## config.mk

```make
export PLATFORM = sky130hd
export DESIGN_NAME = modular_power_and_inverse_unit
export DESIGN_NICKNAME = d
export VERILOG_FILES = /design/src/mpi_pkg.sv /design/src/mpi_alu.sv /design/src/modular_power_and_inverse_unit.sv
export SDC_FILE = /design/constraint.sdc
export NUM_CORES = 1
export LEC_CHECK = 0
export BUFFER_PORTS_ARGS = -buffer_cell sky130_fd_sc_hd__buf_4
export CORE_MARGIN = 10
export CORE_UTILIZATION = 30
export DETAILED_ROUTE_END_ITERATION = 8
export PLACE_DENSITY = 0.53
export SLEW_MARGIN = 20
export SYNTH_ARGS = -nofsm -noshare
export SYNTH_HDL_FRONTEND = slang
export SYNTH_HIERARCHICAL = 1
export SYNTH_SLANG_ARGS = --single-unit
```

## constraint.sdc

```tcl
create_clock -name clk -period 10.05 [get_ports clk]
set_clock_uncertainty 0.1 [all_clocks]
set_input_delay 2.01 -clock clk [delete_from_list [all_inputs] [get_ports clk]]
set_output_delay 2.01 -clock clk [all_outputs]
set_load 0.05 [all_outputs]
```

## src/mpi_pkg.sv

```systemverilog
// Shared widths, command and ALU operation codes and handshake structs of the modular power and inverse unit.
package mpi_pkg;

  localparam int W  = 32;
  localparam int CW = $clog2(W);

  typedef enum logic [0:0] {
    CMD_POW = 1'b0,
    CMD_INV = 1'b1
  } cmd_t;

  typedef enum logic [0:0] {
    ALU_MUL = 1'b0,
    ALU_DIV = 1'b1
  } alu_op_t;

  typedef struct packed {
    logic            start;
    alu_op_t         op;
    logic [W-1:0]    a;
    logic [W-1:0]    b;
    logic [W-1:0]    d;
  } alu_req_t;

  typedef struct packed {
    logic busy;
    logic done;
  } alu_rsp_t;

endpackage

```

## src/mpi_alu.sv

```systemverilog
// Bit-serial shift-and-add unit shared by modular multiply and restoring divide.
module mpi_alu import mpi_pkg::*; (
  input  logic         clk,
  input  logic         rst_n,
  input  alu_req_t     req,
  output alu_rsp_t     rsp,
  output logic [W-1:0] rem,
  output logic [W-1:0] quo
);

  logic          busy_r, busy_nxt;
  logic          done_r, done_nxt;
  logic [CW-1:0] cnt_r, cnt_nxt;
  alu_op_t       op_r, op_nxt;
  logic [W-1:0]  a_r, a_nxt;
  logic [W-1:0]  d_r, d_nxt;
  logic [W-1:0]  acc_r, acc_nxt;
  logic [W-1:0]  b_r, b_nxt;

  logic [W+1:0]  addend;
  logic [W+1:0]  sum;
  logic [W+1:0]  d1;
  logic [W+1:0]  d2;
  logic          ge1;
  logic          ge2;
  logic [W+1:0]  step;

  // One step: acc = 2*acc + addend, then bring it below the divisor. For a
  // multiply the addend is the multiplicand when the next multiplier bit is
  // set; for a divide it is the next dividend bit, and the compare result
  // is the quotient bit.
  always_comb begin
    if (op_r == ALU_MUL) begin
      addend = b_r[W-1] ? {2'b00, a_r} : '0;
    end else begin
      addend = {{(W+1){1'b0}}, b_r[W-1]};
    end
    sum  = {1'b0, acc_r, 1'b0} + addend;
    d1   = {2'b00, d_r};
    d2   = {1'b0, d_r, 1'b0};
    ge1  = (sum >= d1);
    ge2  = (sum >= d2);
    if (ge2) begin
      step = sum - d2;
    end else if (ge1) begin
      step = sum - d1;
    end else begin
      step = sum;
    end
  end

  always_comb begin
    busy_nxt = busy_r;
    done_nxt = 1'b0;
    cnt_nxt  = cnt_r;
    op_nxt   = op_r;
    a_nxt    = a_r;
    d_nxt    = d_r;
    acc_nxt  = acc_r;
    b_nxt    = b_r;
    if (req.start) begin
      busy_nxt = 1'b1;
      cnt_nxt  = '0;
      op_nxt   = req.op;
      a_nxt    = req.a;
      d_nxt    = req.d;
      acc_nxt  = '0;
      b_nxt    = req.b;
    end else if (busy_r) begin
      acc_nxt = step[W-1:0];
      b_nxt   = {b_r[W-2:0], ge1};
      cnt_nxt = cnt_r + 1'b1;
      if (cnt_r == CW'(W-1)) begin
        busy_nxt = 1'b0;
        done_nxt = 1'b1;
      end
    end
  end

  always_ff @(posedge clk) begin
    if (!rst_n) begin
      busy_r <= 1'b0;
      done_r <= 1'b0;
      cnt_r  <= '0;
    end else begin
      busy_r <= busy_nxt;
      done_r <= done_nxt;
      cnt_r  <= cnt_nxt;
    end
  end

  always_ff @(posedge clk) begin
    op_r  <= op_nxt;
    a_r   <= a_nxt;
    d_r   <= d_nxt;
    acc_r <= acc_nxt;
    b_r   <= b_nxt;
  end

  assign rsp.busy = busy_r;
  assign rsp.done = done_r;
  assign rem      = acc_r;
  assign quo      = b_r;

  assert property (@(posedge clk) disable iff (!rst_n)
    busy_r |-> !done_r)
    else $error("alu reports done while still busy");

  assert property (@(posedge clk) disable iff (!rst_n)
    busy_r && !req.start |-> acc_r < d_r || d_r == '0)
    else $error("alu accumulator escaped its divisor range");

  assert property (@(posedge clk) disable iff (!rst_n)
    req.start |=> busy_r && cnt_r == '0)
    else $error("alu did not begin a new operation");

endmodule

```

## src/modular_power_and_inverse_unit.sv

```systemverilog
// Top level of the modular power and inverse unit: handshakes, modulus register and sequencer.
//
//   Channel  Direction  Handshake             Payload
//   in_      slave      in_tvalid/in_tready   tdata: base_value, exponent; tuser: command
//   out_     master     out_tvalid/out_tready tdata: result; tuser: not_invertible
//   cfg_     slave      cfg_valid/cfg_ready   cfg_data: modulus
//
// Every modular multiply, and every quotient and remainder, comes from one
// bit-serial unit. A power first reduces the base, then for each exponent bit up to
// the highest set one it squares, with a multiply before the square where the bit is set;
// an inverse reduces the value, then runs a divide and a multiply per Euclid step,
// with at most 45 steps for 32-bit operands. A zero modulus skips the unit and
// goes straight to the emit state.
// Reset loads the modulus with 1 and empties the output register. The input
// is not ready while an item is at work; a finished result waits in the
// output register, and the next item may be taken meanwhile.
module modular_power_and_inverse_unit import mpi_pkg::*; (
  input  logic           clk,
  input  logic           rst_n,
  // Input channel.
  input  logic           in_tvalid,
  output logic           in_tready,
  input  logic [2*W-1:0] in_tdata,   // [31:0] base_value, [63:32] exponent
  input  logic           in_tuser,   // [0] command
  // Result channel.
  output logic           out_tvalid,
  input  logic           out_tready,
  output logic [W-1:0]   out_tdata,  // [31:0] result
  output logic           out_tuser,  // [0] not_invertible
  // Configuration channel.
  input  logic           cfg_valid,
  output logic           cfg_ready,
  input  logic [W-1:0]   cfg_data
);

  // Sequencer states. The W-states wait for the shared unit to finish.
  typedef enum logic [8:0] {
    S_IDLE  = 9'b000000001,
    S_WRED  = 9'b000000010,
    S_PLOOP = 9'b000000100,
    S_WMULA = 9'b000001000,
    S_WMULS = 9'b000010000,
    S_ELOOP = 9'b000100000,
    S_WDIV  = 9'b001000000,
    S_WMULT = 9'b010000000,
    S_EMIT  = 9'b100000000
  } state_t;

  state_t       state_r, state_nxt;
  logic [W-1:0] modulus_r, modulus_nxt;
  logic         cmd_r, cmd_nxt;
  logic [W-1:0] e_r, e_nxt;
  // Power: u_r is the running product, y_r the running square.
  // Inverse: x_r/y_r are the remainders r0/r1, u_r/v_r the coefficients t0/t1.
  logic [W-1:0] x_r, x_nxt;
  logic [W-1:0] y_r, y_nxt;
  logic [W-1:0] u_r, u_nxt;
  logic [W-1:0] v_r, v_nxt;
  logic [W-1:0] res_r, res_nxt;
  logic         flag_r, flag_nxt;
  logic         out_valid_r, out_valid_nxt;
  logic [W-1:0] out_data_r, out_data_nxt;
  logic         out_flag_r, out_flag_nxt;

  alu_req_t     alu_req;
  alu_rsp_t     alu_rsp;
  logic [W-1:0] alu_rem;
  logic [W-1:0] alu_quo;

  logic [W-1:0] one_mod;
  logic [W:0]   t_diff;
  logic [W-1:0] t_next;
  logic         in_xfer;
  logic         out_free;

  mpi_alu u_alu (
    .clk   (clk),
    .rst_n (rst_n),
    .req   (alu_req),
    .rsp   (alu_rsp),
    .rem   (alu_rem),
    .quo   (alu_quo)
  );

  assign in_tready  = (state_r == S_IDLE);
  assign in_xfer    = in_tvalid && in_tready;
  assign out_free   = !out_valid_r || out_tready;
  assign cfg_ready  = 1'b1;
  assign out_tvalid = out_valid_r;
  assign out_tdata  = out_data_r;
  assign out_tuser  = out_flag_r;

  // 1 reduced by the modulus: zero only for modulus one.
  assign one_mod = {{(W-1){1'b0}}, (modulus_r != W'(1))};

  // t2 = (t0 - q*t1) mod m, with the product already reduced by the unit.
  assign t_diff = {1'b0, u_r} - {1'b0, alu_rem};
  assign t_next = t_diff[W] ? (t_diff[W-1:0] + modulus_r) : t_diff[W-1:0];

  always_comb begin
    state_nxt     = state_r;
    modulus_nxt   = modulus_r;
    cmd_nxt       = cmd_r;
    e_nxt         = e_r;
    x_nxt         = x_r;
    y_nxt         = y_r;
    u_nxt         = u_r;
    v_nxt         = v_r;
    res_nxt       = res_r;
    flag_nxt      = flag_r;
    out_valid_nxt = out_valid_r;
    out_data_nxt  = out_data_r;
    out_flag_nxt  = out_flag_r;
    alu_req.start = 1'b0;
    alu_req.op    = ALU_MUL;
    alu_req.a     = u_r;
    alu_req.b     = y_r;
    alu_req.d     = modulus_r;

    if (cfg_valid && cfg_ready) begin
      modulus_nxt = cfg_data;
    end

    if (out_valid_r && out_tready) begin
      out_valid_nxt = 1'b0;
    end

    unique case (state_r)
      S_IDLE: begin
        if (in_xfer) begin
          cmd_nxt = in_tuser;
          e_nxt   = in_tdata[2*W-1:W];
          if (modulus_r == '0) begin
            // No reduction possible: power gives 0, inverse is refused.
            res_nxt   = '0;
            flag_nxt  = (in_tuser == CMD_INV);
            state_nxt = S_EMIT;
          end else begin
            // Reduce the value by the modulus first.
            alu_req.start = 1'b1;
            alu_req.op    = ALU_DIV;
            alu_req.b     = in_tdata[W-1:0];
            alu_req.d     = modulus_r;
            x_nxt         = modulus_r;
            u_nxt         = (in_tuser == CMD_POW) ? one_mod : '0;
            v_nxt         = one_mod;
            state_nxt     = S_WRED;
          end
        end
      end
      S_WRED: begin
        if (alu_rsp.done) begin
          y_nxt     = alu_rem;
          state_nxt = (cmd_r == CMD_INV) ? S_ELOOP : S_PLOOP;
        end
      end
      S_PLOOP: begin
        if (e_r == '0) begin
          res_nxt   = u_r;
          flag_nxt  = 1'b0;
          state_nxt = S_EMIT;
        end else if (e_r[0]) begin
          alu_req.start = 1'b1;
          alu_req.a     = u_r;
          alu_req.b     = y_r;
          state_nxt     = S_WMULA;
        end else begin
          alu_req.start = 1'b1;
          alu_req.a     = y_r;
          alu_req.b     = y_r;
          state_nxt     = S_WMULS;
        end
      end
      S_WMULA: begin
        if (alu_rsp.done) begin
          u_nxt         = alu_rem;
          alu_req.start = 1'b1;
          alu_req.a     = y_r;
          alu_req.b     = y_r;
          state_nxt     = S_WMULS;
        end
      end
      S_WMULS: begin
        if (alu_rsp.done) begin
          y_nxt     = alu_rem;
          e_nxt     = {1'b0, e_r[W-1:1]};
          state_nxt = S_PLOOP;
        end
      end
      S_ELOOP: begin
        if (y_r == '0) begin
          // Euclid has ended; r0 is the gcd.
          if (x_r != W'(1)) begin
            res_nxt  = '0;
            flag_nxt = 1'b1;
          end else begin
            res_nxt  = u_r;
            flag_nxt = 1'b0;
          end
          state_nxt = S_EMIT;
        end else begin
          alu_req.start = 1'b1;
          alu_req.op    = ALU_DIV;
          alu_req.b     = x_r;
          alu_req.d     = y_r;
          state_nxt     = S_WDIV;
        end
      end
      S_WDIV: begin
        if (alu_rsp.done) begin
          // Shift the remainders and form q * t1 mod m.
          x_nxt         = y_r;
          y_nxt         = alu_rem;
          alu_req.start = 1'b1;
          alu_req.op    = ALU_MUL;
          alu_req.a     = v_r;
          alu_req.b     = alu_quo;
          alu_req.d     = modulus_r;
          state_nxt     = S_WMULT;
        end
      end
      S_WMULT: begin
        if (alu_rsp.done) begin
          u_nxt     = v_r;
          v_nxt     = t_next;
          state_nxt = S_ELOOP;
        end
      end
      S_EMIT: begin
        if (out_free) begin
          out_valid_nxt = 1'b1;
          out_data_nxt  = res_r;
          out_flag_nxt  = flag_r;
          state_nxt     = S_IDLE;
        end
      end
      default: begin
        state_nxt = S_IDLE;
      end
    endcase
  end

  always_ff @(posedge clk) begin
    if (!rst_n) begin
      state_r     <= S_IDLE;
      modulus_r   <= W'(1);
      out_valid_r <= 1'b0;
    end else begin
      state_r     <= state_nxt;
      modulus_r   <= modulus_nxt;
      out_valid_r <= out_valid_nxt;
    end
  end

  always_ff @(posedge clk) begin
    cmd_r      <= cmd_nxt;
    e_r        <= e_nxt;
    x_r        <= x_nxt;
    y_r        <= y_nxt;
    u_r        <= u_nxt;
    v_r        <= v_nxt;
    res_r      <= res_nxt;
    flag_r     <= flag_nxt;
    out_data_r <= out_data_nxt;
    out_flag_r <= out_flag_nxt;
  end

  // The shared unit is only started when it is free.
  assert property (@(posedge clk) disable iff (!rst_n)
    alu_req.start |-> !alu_rsp.busy)
    else $error("shared unit started while busy");

  // A waiting state always has an operation in flight or just finished.
  assert property (@(posedge clk) disable iff (!rst_n)
    (state_r == S_WRED || state_r == S_WMULA || state_r == S_WMULS ||
     state_r == S_WDIV || state_r == S_WMULT) |-> alu_rsp.busy || alu_rsp.done)
    else $error("sequencer waits on an idle shared unit");

  // Running product and square stay reduced during a power.
  assert property (@(posedge clk) disable iff (!rst_n)
    state_r == S_PLOOP |-> u_r < modulus_r && y_r < modulus_r)
    else $error("power operands not reduced");

  // Bezout coefficients stay reduced during an inverse.
  assert property (@(posedge clk) disable iff (!rst_n)
    state_r == S_ELOOP |-> u_r < modulus_r && v_r < modulus_r)
    else $error("inverse coefficients not reduced");

endmodule

```

==> flow_metrics.env <==
export IMPL_path_clk_slew_ps=60
export IMPL_p_int_w=0.00500
export IMPL_hold_viol=0
export IMPL_clkPwrFrac_pct=20.7
export IMPL_hold_path_class="flop to flop"
export IMPL_crit_arrival_ps=6990
export IMPL_insertion_delay_ps=620
export IMPL_worstSetupEndpointType="flop"
export IMPL_io_pins=138
export IMPL_cts_sinks=405
export IMPL_antenna_found_initial=2
export IMPL_post_cts_buffers=0
export IMPL_rows=108
export IMPL_drt_iter0_drc=2171
export IMPL_finalSetupTns_ps=0
export IMPL_cp_top_family="simple AND/OR/NAND/NOR gates"
export IMPL_grt_usage_pct=17.2
export IMPL_fmax_ghz=0.150
export IMPL_seq_power_share_pct=26.1
export IMPL_max_slew_worst_pin_slew_ps=1090
export IMPL_slowest_delay_ps=540
export IMPL_worstReg2RegEnd="u_alu/rem[28]"
export IMPL_crit_path_max_fanout=31
export IMPL_reg2reg_depth=23
export IMPL_vdd_drop_max_uv=196
export IMPL_syn_area_um2=26100
export IMPL_period_needed_ps=6650
export IMPL_layout_drive_gt1_share_pct=14.6
export IMPL_die_h_um=315
export IMPL_cp_slowest_cell="nor2_2"
export IMPL_cp_startpoint="u_alu/quo[31]"
export IMPL_area_delta_synth_final_pct=15.6
export IMPL_avgSynthCellArea_um2=9.89
export IMPL_p_sw_share_pct=43.7
export IMPL_finish_net_count=3011
export IMPL_synth_net_count=2906
export IMPL_rsz0062_at_grt="no"
export IMPL_cts_buffers=49
export IMPL_maxSlewViolCount=0
export IMPL_stdcell_area_um2=30100
export IMPL_gr_total_overflow=0
export IMPL_critPathCapture="u_alu/rem[28]"
export IMPL_p_leak_nw=11.8
export IMPL_grt_pass1_wl_mm=131
export IMPL_core_um2=86500
export IMPL_finalSetupViolCount=0
export IMPL_relSlewSlack_pct=26.3
export IMPL_clockRootBuffer="clkbuf_16"
export IMPL_utilization_pct=34.8
export IMPL_finalPower_w=0.00888
export IMPL_min_from="res_r[11]"
export IMPL_cts_htree_levels=2
export IMPL_postPlaceCellArea_um2=28400
export IMPL_vias=21100
export IMPL_clock_path_buffers=3
export IMPL_maxCapViolCount=0
export IMPL_yosys_warnings=6
export IMPL_die_area_um2=99000
export IMPL_globalplace_congestion=0.914
export IMPL_postCtsHoldBufs=0
export IMPL_worst_setup_path_type="flop to flop"
export IMPL_critical_path_depth=23
export IMPL_path_buf_inv=2
export IMPL_portBuffers=136
export IMPL_cts_tree="done"
export IMPL_cp_required_ps=10390
export IMPL_grt_pass1_vias=20400
export IMPL_finalCritPeriodShare_pct=66.2
export IMPL_powerDensity_nw_per_um2=295
export IMPL_die_w_um=315
export IMPL_wl_per_cell_um=22.3
export IMPL_via_per_inst=5.36
export IMPL_drt_pass1_iterations=7
export IMPL_combPwrFrac_pct=53.1
export IMPL_dpl_hpwl_mm=66.3
export IMPL_syn_inst=2634
export IMPL_final_antenna_net_count=0
export IMPL_grt_start_max_net_pins=66
export IMPL_r2r_start="u_alu/quo[31]"
export IMPL_cp_cell_sequence="nor2b_1 -> buf_4 -> and2_1 -> ha_1 -> and3_1 -> a2111oi_4 -> o31ai_2 -> and2_1 -> nor4_1 -> nor3_1 -> a221oi_1 -> xnor2_1 -> ha_1 -> and3_1 -> a211oi_1 -> o211ai_1 -> nor4_1 -> a21oi_1 -> a311oi_2 -> nand2_1 -> buf_4 -> nor2_2 -> a211oi_1"
export IMPL_r2r_slack_ps=3400
export IMPL_crit_path_start_kind="flop"
export IMPL_drc=0
export IMPL_start_util_pct=30.1
export IMPL_outcome="complete, no violations"
export IMPL_p_switching_w=0.00388
export IMPL_routed_wl_mm=87.8
export IMPL_cts_resized=0
==> flip-flops by register name, indices dropped and copies added (netlist names), 5 cells and up <==
signal       cells
e_r             32
modulus_r       32
out_tdata       32
res_r           32
u_alu/a_r       32
u_alu/d_r       32
u_alu/quo       32
u_alu/rem       32
u_r             32
v_r             32
x_r             32
y_r             32
state_r          9
u_alu/cnt_r      5
==> worst min-delay path by stage <==
stage / endpoint / slack [ps] / depth (start not counted)
floorplan: out_tdata[0] / 300 / 0
finish: out_tdata[11] / 310 / 0
global route: out_tdata[5] / 330 / 0
global placement: out_tuser / 300 / 0
detailed placement: out_tdata[3] / 310 / 0
CTS: out_tdata[3] / 320 / 0
==> power groups by stage <==
stage	clock [W]	combinational, W	sequential (W)
after global placement	0	0.00465	0.00235
after detailed placement	0	0.00462	0.00235
after floorplan	0	0.00363	0.00221
final	0.00184	0.00472	0.00232
after global routing	0.00195	0.00522	0.00234
after CTS	0.00188	0.00465	0.00232
==> metrics by stage <==
stage | hold WS [ps] | setup slack [ps] | instances
floorplan | 300 | 4520 | 2634
global placement | 303 | 3640 | 3843
detailed placement | 306 | 3520 | 3843
CTS | 317 | 3470 | 3934
global route | 326 | 2900 | 3934
finish | 313 | 3400 | 3935
==> final cells by class <==
cell class | instances | area, um2
fill | 8850 | 56400
multi-input combinational | 1970 | 13800
sequential | 405 | 11400
tap | 1155 | 1450
clock buffer | 65 | 1370
timing repair buffer | 177 | 1330
inverter | 136 | 510
clock inverter | 26 | 290
antenna | 1 | 2.50
==> metal layers <==
layer / track usage [%] / share of wire (%)
met1: 23.5 / 45
met2: 27.0 / 45
met3: 2.76 / 6.9
met4: 6.44 / 3.8
met5: 0 / 0
==> placed cells by master, fill, tap and decap left out, types with 8 or more instances in the layout <==
cell / instances
xnor2_1: 76
a21oi_1: 191
xor2_1: 60
o21bai_1: 18
nand3_1: 49
clkbuf_16: 50
a31oi_1: 14
clkinv_2: 8
and2_1: 37
o21ai_1: 8
inv_1: 133
nand4_1: 29
buf_4: 177
nand2b_1: 16
clkbuf_1: 9
o22ai_1: 9
mux2i_1: 56
a222oi_1: 64
o21a_1: 22
o21ai_0: 115
and3_1: 18
edfxtp_1: 324
a211oi_1: 45
nand2_1: 316
nor2b_1: 77
nor4_1: 39
mux2_2: 94
nor3_1: 53
a21o_1: 55
o221ai_1: 10
dfxtp_1: 81
nor2_1: 160
or3_1: 9
ha_1: 165
==> worst register-to-register path: cells and delay by family (launching register included) <==
family | cells | cell delay [ps]
flip-flops | 1 | 400
AND/OR/NAND/NOR | 10 | 2540
buffers and inverters | 2 | 510
AO/OA/AOI/OAI | 8 | 1850
adder cells (fa/ha/maj) | 2 | 690
XOR/XNOR | 1 | 360
Note: power is estimated with default switching activity, not from simulation.
